File: config.mk
export PLATFORM = sky130hd
export DESIGN_NAME = tcw_ctrl
export DESIGN_NICKNAME = d
export VERILOG_FILES = /design/src/rtl/tcw_pkg.sv /design/src/rtl/tcw_ctrl.sv
export SDC_FILE = /design/constraint.sdc
export NUM_CORES = 1
export LEC_CHECK = 0
export BUFFER_PORTS_ARGS = -buffer_cell sky130_fd_sc_hd__clkbuf_2
export CAP_MARGIN = 10
export CELL_PAD_IN_SITES_DETAIL_PLACEMENT = 0
export CELL_PAD_IN_SITES_GLOBAL_PLACEMENT = 1
export CORE_AREA = 2 2 39 41
export DETAILED_ROUTE_END_ITERATION = 8
export DIE_AREA = 0 0 41 43
export PLACE_DENSITY_LB_ADDON = 0.1
export RECOVER_POWER = 50
export SLEW_MARGIN = 40
export SYNTH_ARGS = -nofsm -noshare
export SYNTH_HDL_FRONTEND = slang
export SYNTH_SLANG_ARGS = --single-unit
File: constraint.sdc
create_clock -name clk -period 1.95 [get_ports clk]
set_input_delay 0.39 -clock clk [delete_from_list [all_inputs] [get_ports clk]]
set_output_delay 0.39 -clock clk [all_outputs]
set_load 0.05 [all_outputs]
File: src/rtl/tcw_pkg.sv
package tcw_pkg;

	// default screen geometry
	localparam int COLUMNS_DEF = 80;
	localparam int ROWS_DEF    = 25;

	localparam int COL_W_DEF  = $clog2(COLUMNS_DEF);
	localparam int ROW_W_DEF  = $clog2(ROWS_DEF);
	localparam int ADDR_W_DEF = $clog2(COLUMNS_DEF * ROWS_DEF);

	localparam int CMD_W  = 2;
	localparam int CHAR_W = 8;
	localparam int ATTR_W = 8;
	localparam int CELL_W = CHAR_W + ATTR_W;

	typedef enum logic [CMD_W-1:0] {
		CMD_PUT   = 2'd0,
		CMD_READ  = 2'd1,
		CMD_CLEAR = 2'd2
	} cmd_t;

	localparam logic [CHAR_W-1:0] CH_NEWLINE = 8'd10;
	localparam logic [CHAR_W-1:0] CH_RETURN  = 8'd13;
	localparam logic [CHAR_W-1:0] CH_TAB     = 8'd9;
	localparam logic [CHAR_W-1:0] CH_SPACE   = 8'h20;

	localparam logic [ATTR_W-1:0] ATTR_RESET = 8'h0F;

	localparam int TAB_STEP = 8;

	// controller to datapath
	typedef struct packed {
		logic take;
		logic exec;
		logic sweep;
		logic init;
		logic load_exec;
		logic load_result;
	} ctrl_cmd_t;

	// datapath to controller
	typedef struct packed {
		logic sweep_needed;
		logic item_read;
		logic sweep_last;
		logic out_free;
	} ctrl_sts_t;

endpackage

File: src/rtl/tcw_ctrl.sv
module tcw_ctrl (
	input  logic                  clk,
	input  logic                  arst_n,
	input  logic                  req_valid,
	output logic                  req_ready,
	input  tcw_pkg::ctrl_sts_t    sts,
	output tcw_pkg::ctrl_cmd_t    cmd
);

	typedef enum logic [4:0] {
		S_INIT   = 5'b00001,
		S_IDLE   = 5'b00010,
		S_EXEC   = 5'b00100,
		S_SWEEP  = 5'b01000,
		S_RESULT = 5'b10000
	} state_t;

	state_t state_q, state_d;

	always_ff @(posedge clk or negedge arst_n) begin
		if (!arst_n) begin
			state_q <= S_INIT;
		end else begin
			state_q <= state_d;
		end
	end

	always_comb begin
		state_d   = state_q;
		req_ready = 1'b0;
		cmd       = '0;
		unique case (state_q)
			S_INIT: begin
				cmd.sweep = 1'b1;
				cmd.init  = 1'b1;
				if (sts.sweep_last) state_d = S_IDLE;
			end
			S_IDLE: begin
				req_ready = 1'b1;
				if (req_valid) begin
					cmd.take = 1'b1;
					state_d  = S_EXEC;
				end
			end
			S_EXEC: begin
				cmd.exec = 1'b1;
				priority if (sts.sweep_needed) begin
					state_d = S_SWEEP;
				end else if (sts.item_read) begin
					state_d = S_RESULT;
				end else if (sts.out_free) begin
					cmd.load_exec = 1'b1;
					state_d       = S_IDLE;
				end else begin
					state_d = S_RESULT;
				end
			end
			S_SWEEP: begin
				cmd.sweep = 1'b1;
				if (sts.sweep_last) state_d = S_RESULT;
			end
			S_RESULT: begin
				if (sts.out_free) begin
					cmd.load_result = 1'b1;
					state_d         = S_IDLE;
				end
			end
			default: begin
				state_d = S_IDLE;
			end
		endcase
	end

endmodule

==> results.json, run 1 <==
{
  "fin_cells": 77,
  "die_x_microns": 41,
  "port_buffers": 13,
  "wl_met3_microns": 53,
  "num_antenna_cells": 0,
  "top_regs": "state_q: 5 flops",
  "netlist_instances": 40,
  "num_rows": 14,
  "ys_ff_latch": 5,
  "wl_per_cell_microns": 12.18,
  "drv_cap": 0,
  "crit_fanout": 2,
  "routed_via_density": 4.948,
  "synth_warnings": 0,
  "htree_levels": 1,
  "fin_crit_ps": 2091,
  "cts.sinks": 5,
  "first_pass_iters": 4,
  "switching_power_mw": 0.2883,
  "rsz0062_at_grt": "yes",
  "holdCritStartpoint": "sts[1]",
  "place_ws_ps": 31.96,
  "dp_cells": 72,
  "avgSynthCellArea_sq_um": 8.852,
  "synth_common_cells": "nor2_1 (7), dfrtp_1 (4), inv_1 (4)",
  "hold_depth": 2,
  "synth_area_leaders": "dfrtp_1 (28%), dfstp_2 (7.4%), nor2_1 (7.4%), nand2b_1 (5.3%), xnor2_1 (4.9%)",
  "wl_met2_microns": 449,
  "fin_hold_ws_ps": 300.2,
  "cts_made_buffers": 3,
  "powerDensity_nw_per_um2": 1226,
  "highest_layer": "met4",
  "worstMarginPinSlew_ps": 518.0,
  "io_pins": 14,
  "clkPwrFrac_pct": 19.2,
  "hold_end": "state_q[0]$_DFFE_PN1P_",
  "fp.dieArea_sq_um": 1763,
  "p_leak_nw": 0.2433,
  "violations": "setup timing",
  "multiInputGateArea_sq_um": 209.0,
  "insertion_delay_ps": 250,
  "timing.final.crit_share_pct": 107.2,
  "area_growth_pct": 48.06,
  "timing.final.ws_setup_ps": -140.7,
  "clk_pin_slew_ps": 50,
  "top_register": "state_q",
  "worstPathRequired_ps": 1560,
  "finalClockSkew_ps": 5.046,
  "cp-start-kind": "flop",
  "final_util_pct": 37.88,
  "post_cts_buffers": 0,
  "grt_max_degree": 8,
  "ant_nets": 0,
  "regArea_sq_um": 126.4,
  "ir_worst_vdd_uv": 409.2,
  "synth_top_area_share_pct": 28.27,
  "antenna_found_initial": 0,
  "dp.final_hpwl_microns": 759.4,
  "largest_reg_flops": 5,
  "swShare_pct": 44.86,
  "wirelength_microns": 938,
  "fmax_mhz": 478.3,
  "core_region_area_sq_um": 1384,
  "r2r_end": "state_q[1]$_DFFE_PN0P_",
  "syn_nets": 47,
  "synth.most_common_cell": "nor2_1",
  "cts-root-buf": "clkbuf_4",
  "overflow": 0,
  "comb_power_share_pct": 57.1,
  "p_int_mw": 0.3545,
  "nets": 69,
  "cts_tree": "done",
  "drt_iter0_drc": 20,
  "ys_seq_area_share_pct": 35.69,
  "synth.distinct_cells": 22,
  "synth_edf_count": 0,
  "async_flop_share_pct": 100.0,
  "power_mw": 0.6428,
  "synth_ff_type": "dfrtp_1",
  "ctsLongestPathBuffers": 2,
  "drive_above_1_share_pct": 44.26,
  "grt_pass1_vias": 345,
  "end_kind": "output port",
  "status": "complete, but fails checks",
  "wl_met1_microns": 415,
  "rrSetupSlack_ps": 400,
  "setup_tns_ps": -140.7,
  "grt_first_pass_wirelength_microns": 1442,
  "drc": 0,
  "fp.dieH_microns": 43,
  "netlist_area_sq_um": 354.1,
  "seqPwrFrac_pct": 23.7,
  "gp_congestion": 0.7803,
  "cp.arrival_ps": 1700,
  "design_area_sq_um": 524.3,
  "hp-class": "primary input to flop",
  "start_util_pct": 25.59,
  "relSlewSlack_pct": 64.98,
  "fillers": 154,
  "final_hold_viol_count": 0,
  "setup_violations": 1,
  "yosysTopAreaCell": "dfrtp_1",
  "r2r_start": "state_q[1]$_DFFE_PN0P_",
  "r2r_cells": 3,
  "via_count": 381,
  "grt_usage_pct": 12.80,
  "drv_slew": 0,
  "post_dp_cell_area_sq_um": 484.2,
  "worstSetupPathType": "flop to output port"
}
how the worst max path moves through the flow:
| stage | from | end | slack (ps) |
|---|---|---|---|
| finish | state_q[1]$_DFFE_PN0P_ | cmd[1] | -140 |
| global route | state_q[0]$_DFFE_PN1P_ | cmd[1] | -170 |
| CTS | state_q[1]$_DFFE_PN0P_ | cmd[1] | -150 |
| detailed placement | state_q[1]$_DFFE_PN0P_ | cmd[1] | 30 |
| global placement | state_q[1]$_DFFE_PN0P_ | cmd[1] | 50 |
| floorplan | state_q[1]$_DFFE_PN0P_ | cmd[1] | 10 |
worst max-delay path, cell delays in order (launching register included):
cell and delay, ps:
dfrtp_1 380, or3_4 400, or4_4 450, clkinvlp_4 100
buf_12 130
cell type report:
| cell class | count | share of cell area, % |
|---|---|---|
| Multi-Input combinational cell | 30 | 39.86 |
| Sequential cell | 5 | 24.10 |
| Timing Repair Buffer | 18 | 23.63 |
| Clock buffer | 4 | 5.012 |
| Tap cell | 16 | 3.819 |
| Inverter | 4 | 3.580 |
per-layer routing:
metal | up-vias | global-route usage [%]
met5 | - | 0
met2 | 20 | 16.56
met1 | 178 | 16.29
li1 | 181 | -
met3 | 2 | 1.571
met4 | 0 | 14.00
layout by cell type, fill, tap and decap left out:
master         instances
inv_1                  3
buf_4                  5
xnor2_1                2
clkbuf_2               9
dfrtp_1                4
and2_1                 2
or4bb_2                1
nor3b_1                1
o32ai_1                1
nor4b_1                1
nand3_1                2
or3_4                  1
and4_1                 1
dlygate4sd3_1          1
a21boi_0               1
and3_2                 1
dfstp_2                1
nor2_1                 7
o21ai_1                1
a311oi_2               1
nand2b_1               3
clkinvlp_4             1
and2b_2                1
o21ai_0                1
clkbuf_4               4
o22ai_1                1
buf_12                 1
clkbuf_1               2
or4_4                  1
power by group through the flow:
stage | combinational (mW) | sequential [mW] | clock [mW]
after floorplan | 0.256 | 0.150 | 0
after global placement | 0.362 | 0.152 | 0
after detailed placement | 0.364 | 0.152 | 0
after CTS | 0.369 | 0.151 | 0.130
after global routing | 0.402 | 0.154 | 0.135
final | 0.367 | 0.152 | 0.123
what timing repair did:
item,CTS,global route
hold buffers,1,0
pin swaps,1,0
endpoints found under the setup margin,4,6
gates resized for setup,2,1
endpoints found under the hold margin,4,0
logic make-up (layout without fill, tap and decap cells):
group | Yosys count | in the layout | share of synthesized area, %
AOI/OAI and AO/OA | 6 | 6 | 13.43
buffers and inverters | 5 | 26 | 5.298
xor gates and xnor gates | 2 | 2 | 4.948
DFF | 5 | 5 | 35.69
and+or+nand+nor | 22 | 22 | 40.64
(Power assumes the default switching activity.)
==> run 2: changes to the inputs <==
CORE_AREA = 4 4 41 43   (was 2 2 39 41)
DIE_AREA = 0 0 45 47   (was 0 0 41 43)
RECOVER_POWER = not set   (was 50)
==> run 2 against run 1 <==
Against the previous run: the run still ends with setup timing left; design area rose by 2.4%; hold slack improved by 3.8 ps; wire length is 5.1% lower; global-route usage decreased by 2.6 points; via count is 2.6% lower; critical path type unchanged.
==> results.json, run 2 (synthesis gave the netlist of run 1 again) <==
{
  "setup_violations": 1,
  "timing.final.crit_share_pct": 105.2,
  "grt_max_degree": 8,
  "drive_above_1_share_pct": 47.62,
  "drt_iter0_drc": 3,
  "port_buffers": 13,
  "finalClockSkew_ps": 7.694,
  "fp.dieH_microns": 47,
  "final_util_pct": 41.25,
  "switching_power_mw": 0.2798,
  "hp-class": "primary input to flop",
  "core_region_area_sq_um": 1301,
  "first_pass_iters": 4,
  "violations": "setup timing",
  "largest_reg_flops": 5,
  "fmax_mhz": 487.7,
  "cts.sinks": 5,
  "fp.dieArea_sq_um": 2115,
  "grt_usage_pct": 10.22,
  "num_antenna_cells": 0,
  "cts_tree": "done",
  "antenna_found_initial": 0,
  "comb_power_share_pct": 57.0,
  "status": "complete, but fails checks",
  "ir_worst_vdd_uv": 997.5,
  "fin_crit_ps": 2050,
  "top_regs": "state_q: 5 flops",
  "overflow": 0,
  "crit_fanout": 2,
  "fin_cells": 78,
  "cts-root-buf": "clkbuf_4",
  "htree_levels": 1,
  "rsz0062_at_grt": "yes",
  "wl_per_cell_microns": 11.41,
  "cts_made_buffers": 3,
  "design_area_sq_um": 536.8,
  "swShare_pct": 44.27,
  "worstMarginPinSlew_ps": 495.9,
  "area_growth_pct": 51.59,
  "ctsLongestPathBuffers": 2,
  "final_common_cell": "clkbuf_2",
  "dp.final_hpwl_microns": 749.5,
  "ant_nets": 0,
  "place_ws_ps": 21.00,
  "via_count": 371,
  "cp-start-kind": "flop",
  "end_kind": "output port",
  "post_dp_cell_area_sq_um": 490.5,
  "io_pins": 14,
  "grt_pass1_vias": 363,
  "gp_congestion": 0.7811,
  "clkPwrFrac_pct": 18.9,
  "fillers": 138,
  "grt_first_pass_wirelength_microns": 1524,
  "multiInputGateArea_sq_um": 209.0,
  "regArea_sq_um": 126.4,
  "worstSetupPathType": "flop to output port",
  "seqPwrFrac_pct": 24.1,
  "fin_hold_ws_ps": 303.9,
  "worstPathRequired_ps": 1560,
  "num_rows": 13,
  "timing.final.ws_setup_ps": -100.5,
  "powerDensity_nw_per_um2": 1177,
  "relSlewSlack_pct": 66.47,
  "drv_slew": 0,
  "die_x_microns": 45,
  "layout_common_cells": "clkbuf_2 (10), nor2_1 (7), buf_4 (6)",
  "wirelength_microns": 890,
  "insertion_delay_ps": 240,
  "dp_cells": 72,
  "cp.arrival_ps": 1660,
  "drv_cap": 0,
  "clk_pin_slew_ps": 50,
  "final_hold_viol_count": 0,
  "drc": 0,
  "top_register": "state_q",
  "p_int_mw": 0.3522,
  "p_leak_nw": 0.2559,
  "routed_via_density": 4.756,
  "start_util_pct": 27.21,
  "nets": 71
}
-- run 2: cell count changes in the layout (fill, tap and decap cells not counted) --
cell and delta:
buf_2 +1, buf_4 +1, clkbuf_1 -1, clkbuf_2 +1
-- run 2: worst paths after layout --
| check | startpoint | to | slack [ps] | cells past startpoint |
|---|---|---|---|---|
| hold / removal | sts[1] | state_q[0]$_DFFE_PN1P_ | 300 | 2 |
| min in group asynchronous | arst_n | state_q[3]$_DFFE_PN0P_ | 510 | 2 |
| hold reg to reg | state_q[0]$_DFFE_PN1P_ | state_q[0]$_DFFE_PN1P_ | 670 | 3 |
| setup / recovery | state_q[0]$_DFFE_PN1P_ | cmd[1] | -100 | 4 |
| setup reg to reg | state_q[0]$_DFFE_PN1P_ | state_q[1]$_DFFE_PN0P_ | 280 | 4 |
| max in group asynchronous | arst_n | state_q[0]$_DFFE_PN1P_ | 1230 | 2 |
-- run 2: area by class of cell --
| class | instances | area share, % |
|---|---|---|
| Clock buffer | 4 | 4.895 |
| Sequential cell | 5 | 23.54 |
| Multi-Input combinational cell | 30 | 38.93 |
| Timing Repair Buffer | 20 | 25.64 |
| Inverter | 4 | 3.497 |
| Tap cell | 15 | 3.497 |
-- run 2: power groups by stage --
stage,Combinational [mW],Clock [mW],Sequential (mW)
after floorplan,0.256,0,0.150
after global placement,0.366,0,0.150
after detailed placement,0.360,0,0.154
after CTS,0.365,0.123,0.152
after global routing,0.389,0.130,0.156
final,0.360,0.119,0.152
-- run 2: per-layer routing --
| layer | global-route usage, % | share of wire (%) |
|---|---|---|
| met3 | 5.747 | 7.8 |
| met4 | 5.263 | 1.9 |
| met2 | 12.99 | 43 |
| met5 | 0 | 0 |
| met1 | 13.53 | 47 |
-- run 2: worst max-delay path: stages (launching register included) --
cell	delay [ps]
dfstp_2	360
or3_4	380
or4_4	450
clkinvlp_4	100
buf_12	130
-- run 2: stage by stage --
stage | power, mW | TNS, ps
2_1_floorplan | 0.4059 | 0
3_3_place_gp | 0.5162 | 0
3_5_place_dp | 0.5138 | 0
4_1_cts | 0.6403 | -137.3
5_1_grt | 0.6745 | -340.9
6_report | 0.6320 | -100.5
-- run 2: repair_timing --
| action | in CTS | in global routing |
|---|---|---|
| hold endpoints to repair | 4 | 0 |
| setup endpoints to repair | 3 | 6 |
| pin swaps | 2 | 0 |
| gates resized for setup | 1 | 1 |
| hold buffers | 1 | 0 |
| cloned | 0 | 0 |
| buffers inserted | 1 | 0 |
==> run 3: changes to the inputs <==
CORE_AREA = 2 2 39 41   (was 4 4 41 43)
CTS_CLUSTER_DIAMETER = 150   (was not set)
DIE_AREA = 0 0 41 43   (was 0 0 45 47)
PLACE_DENSITY_LB_ADDON = 0.25   (was 0.1)
==> run 3 against run 2 <==
Against the previous run: the flow still finishes with violations (setup timing); non-clock buffer count grew 1; design area rose by 4.9%; global-route usage rose by 2.2 points; wire length shrank 3.4%; critical path type unchanged; critical endpoint unchanged; largest cell class unchanged; largest power group unchanged.
==> results.json, run 3 (synthesis gave the netlist of run 1 again) <==
{
  "first_pass_iters": 2,
  "powerDensity_nw_per_um2": 1165,
  "ir_worst_vdd_uv": 493.4,
  "clk_pin_slew_ps": 50,
  "drv_slew": 0,
  "nets": 72,
  "core_region_area_sq_um": 1384,
  "worstSetupPathType": "flop to output port",
  "final_hold_viol_count": 0,
  "cts_made_buffers": 3,
  "wl_per_cell_microns": 10.75,
  "clkPwrFrac_pct": 18.6,
  "grt_max_degree": 7,
  "htree_levels": 1,
  "timing.final.ws_setup_ps": -114.9,
  "dp.final_hpwl_microns": 731.1,
  "cts.sinks": 5,
  "layout_common_cells": "clkbuf_2 (8), buf_4 (8), nor2_1 (6)",
  "relSlewSlack_pct": 60.93,
  "hp-class": "primary input to flop",
  "holdCritStartpoint": "sts[1]",
  "num_rows": 14,
  "r2r_start": "state_q[0]$_DFFE_PN1P_",
  "io_pins": 14,
  "drive_above_1_share_pct": 51.56,
  "p_int_mw": 0.3680,
  "start_util_pct": 25.59,
  "cp-start-kind": "flop",
  "status": "complete, but fails checks",
  "ant_nets": 0,
  "post_cts_buffers": 0,
  "grt_pass1_vias": 344,
  "port_buffers": 13,
  "insertion_delay_ps": 250,
  "cp.arrival_ps": 1670,
  "cts_tree": "done",
  "worstSetupStartpoint": "state_q[0]$_DFFE_PN1P_",
  "top_register": "state_q",
  "via_count": 363,
  "fmax_mhz": 484.3,
  "largest_reg_flops": 5,
  "grt_first_pass_wirelength_microns": 1428,
  "fin_hold_ws_ps": 304.2,
  "seqPwrFrac_pct": 21.6,
  "power_mw": 0.6560,
  "grt_usage_pct": 12.40,
  "crit_fanout": 2,
  "violations": "setup timing",
  "top_regs": "state_q: 5 flops",
  "drc": 0,
  "setup_violations": 1,
  "num_antenna_cells": 0,
  "overflow": 0,
  "routed_via_density": 4.538,
  "end_kind": "output port",
  "swShare_pct": 43.90,
  "p_leak_nw": 0.2692,
  "fp.dieH_microns": 43,
  "design_area_sq_um": 563.0,
  "fin_crit_ps": 2065,
  "timing.final.crit_share_pct": 105.9,
  "gp_congestion": 0.7110,
  "post_dp_cell_area_sq_um": 491.7,
  "worstPathRequired_ps": 1560,
  "switching_power_mw": 0.2880,
  "fp.dieArea_sq_um": 1763,
  "antenna_found_initial": 0,
  "comb_power_share_pct": 59.8,
  "die_x_microns": 41,
  "drv_cap": 0,
  "drt_iter0_drc": 5,
  "finalClockSkew_ps": 5.466,
  "wirelength_microns": 860,
  "ctsLongestPathBuffers": 2,
  "area_growth_pct": 59.01,
  "cts-root-buf": "clkbuf_4",
  "rsz0062_at_grt": "yes",
  "worstMarginPinSlew_ps": 577.9
}
==> run 3: cell types whose count changed in the layout (fill, tap and decap cells not counted), sizes merged <==
cell | before | now
buf | 8 | 10
clkbuf | 15 | 13
clkinv | 0 | 1
==> run 3: critical path, stage by stage, from the launching register on <==
cell	delay [ps]
dfstp_2	360
or3_4	380
or4_4	440
clkinvlp_4	100
clkbuf_16	150
==> run 3: path summary, 6_finish.rpt <==
kind / slack (ps) / cells past startpoint / endpoint
max: -110 / 4 / cmd[1]
min: 300 / 2 / state_q[0]$_DFFE_PN1P_
max reg2reg: 280 / 4 / state_q[1]$_DFFE_PN0P_
min reg2reg: 630 / 3 / state_q[0]$_DFFE_PN1P_
max in group asynchronous: 1240 / 2 / state_q[0]$_DFFE_PN1P_
min in group asynchronous: 490 / 2 / state_q[3]$_DFFE_PN0P_
==> run 3: timing repair <==
action | CTS | global route
endpoints found under the hold margin | 4 | 0
gates resized for setup | 6 | 6
pin swaps | 2 | 0
hold buffers | 1 | 0
endpoints found under the setup margin | 3 | 5
==> run 3: power by group through the flow <==
stage | combinational, mW | clock [mW] | sequential [mW]
after global routing | 0.426 | 0.137 | 0.143
after global placement | 0.385 | 0 | 0.141
after CTS | 0.394 | 0.128 | 0.142
after floorplan | 0.256 | 0 | 0.150
after detailed placement | 0.382 | 0 | 0.141
final | 0.392 | 0.122 | 0.142
==> run 3: through the flow <==
step	util (%)	cells	worst slack, ps	setup TNS, ps
5_1_grt	40.69	80	-158.0	-163.2
6_report	40.69	80	-114.9	-114.9
2_1_floorplan	-	40	9.653	0
3_3_place_gp	35.53	75	-47.41	-47.41
4_1_cts	40.24	80	-127.7	-127.7
3_5_place_dp	35.53	75	-54.98	-54.98
==> run 3: layout make-up <==
cell class,count,area [sq um]
repair buffers,21,158.9
clock buffers,3,22.52
well taps,16,20.02
clock inverters,1,5.005
multi-input cells,30,211.5
flip-flops and latches,5,126.4
fillers,144,820.8
inverters,4,18.77
==> run 3: routing by layer <==
layer | vias to the layer above | GRT usage, % | share of wire [%]
met3 | 0 | 6.283 | 4.7
met1 | 161 | 16.29 | 50
met2 | 13 | 17.19 | 45
met5 | - | 0 | 0
met4 | 0 | 4.000 | 0
li1 | 189 | - | -
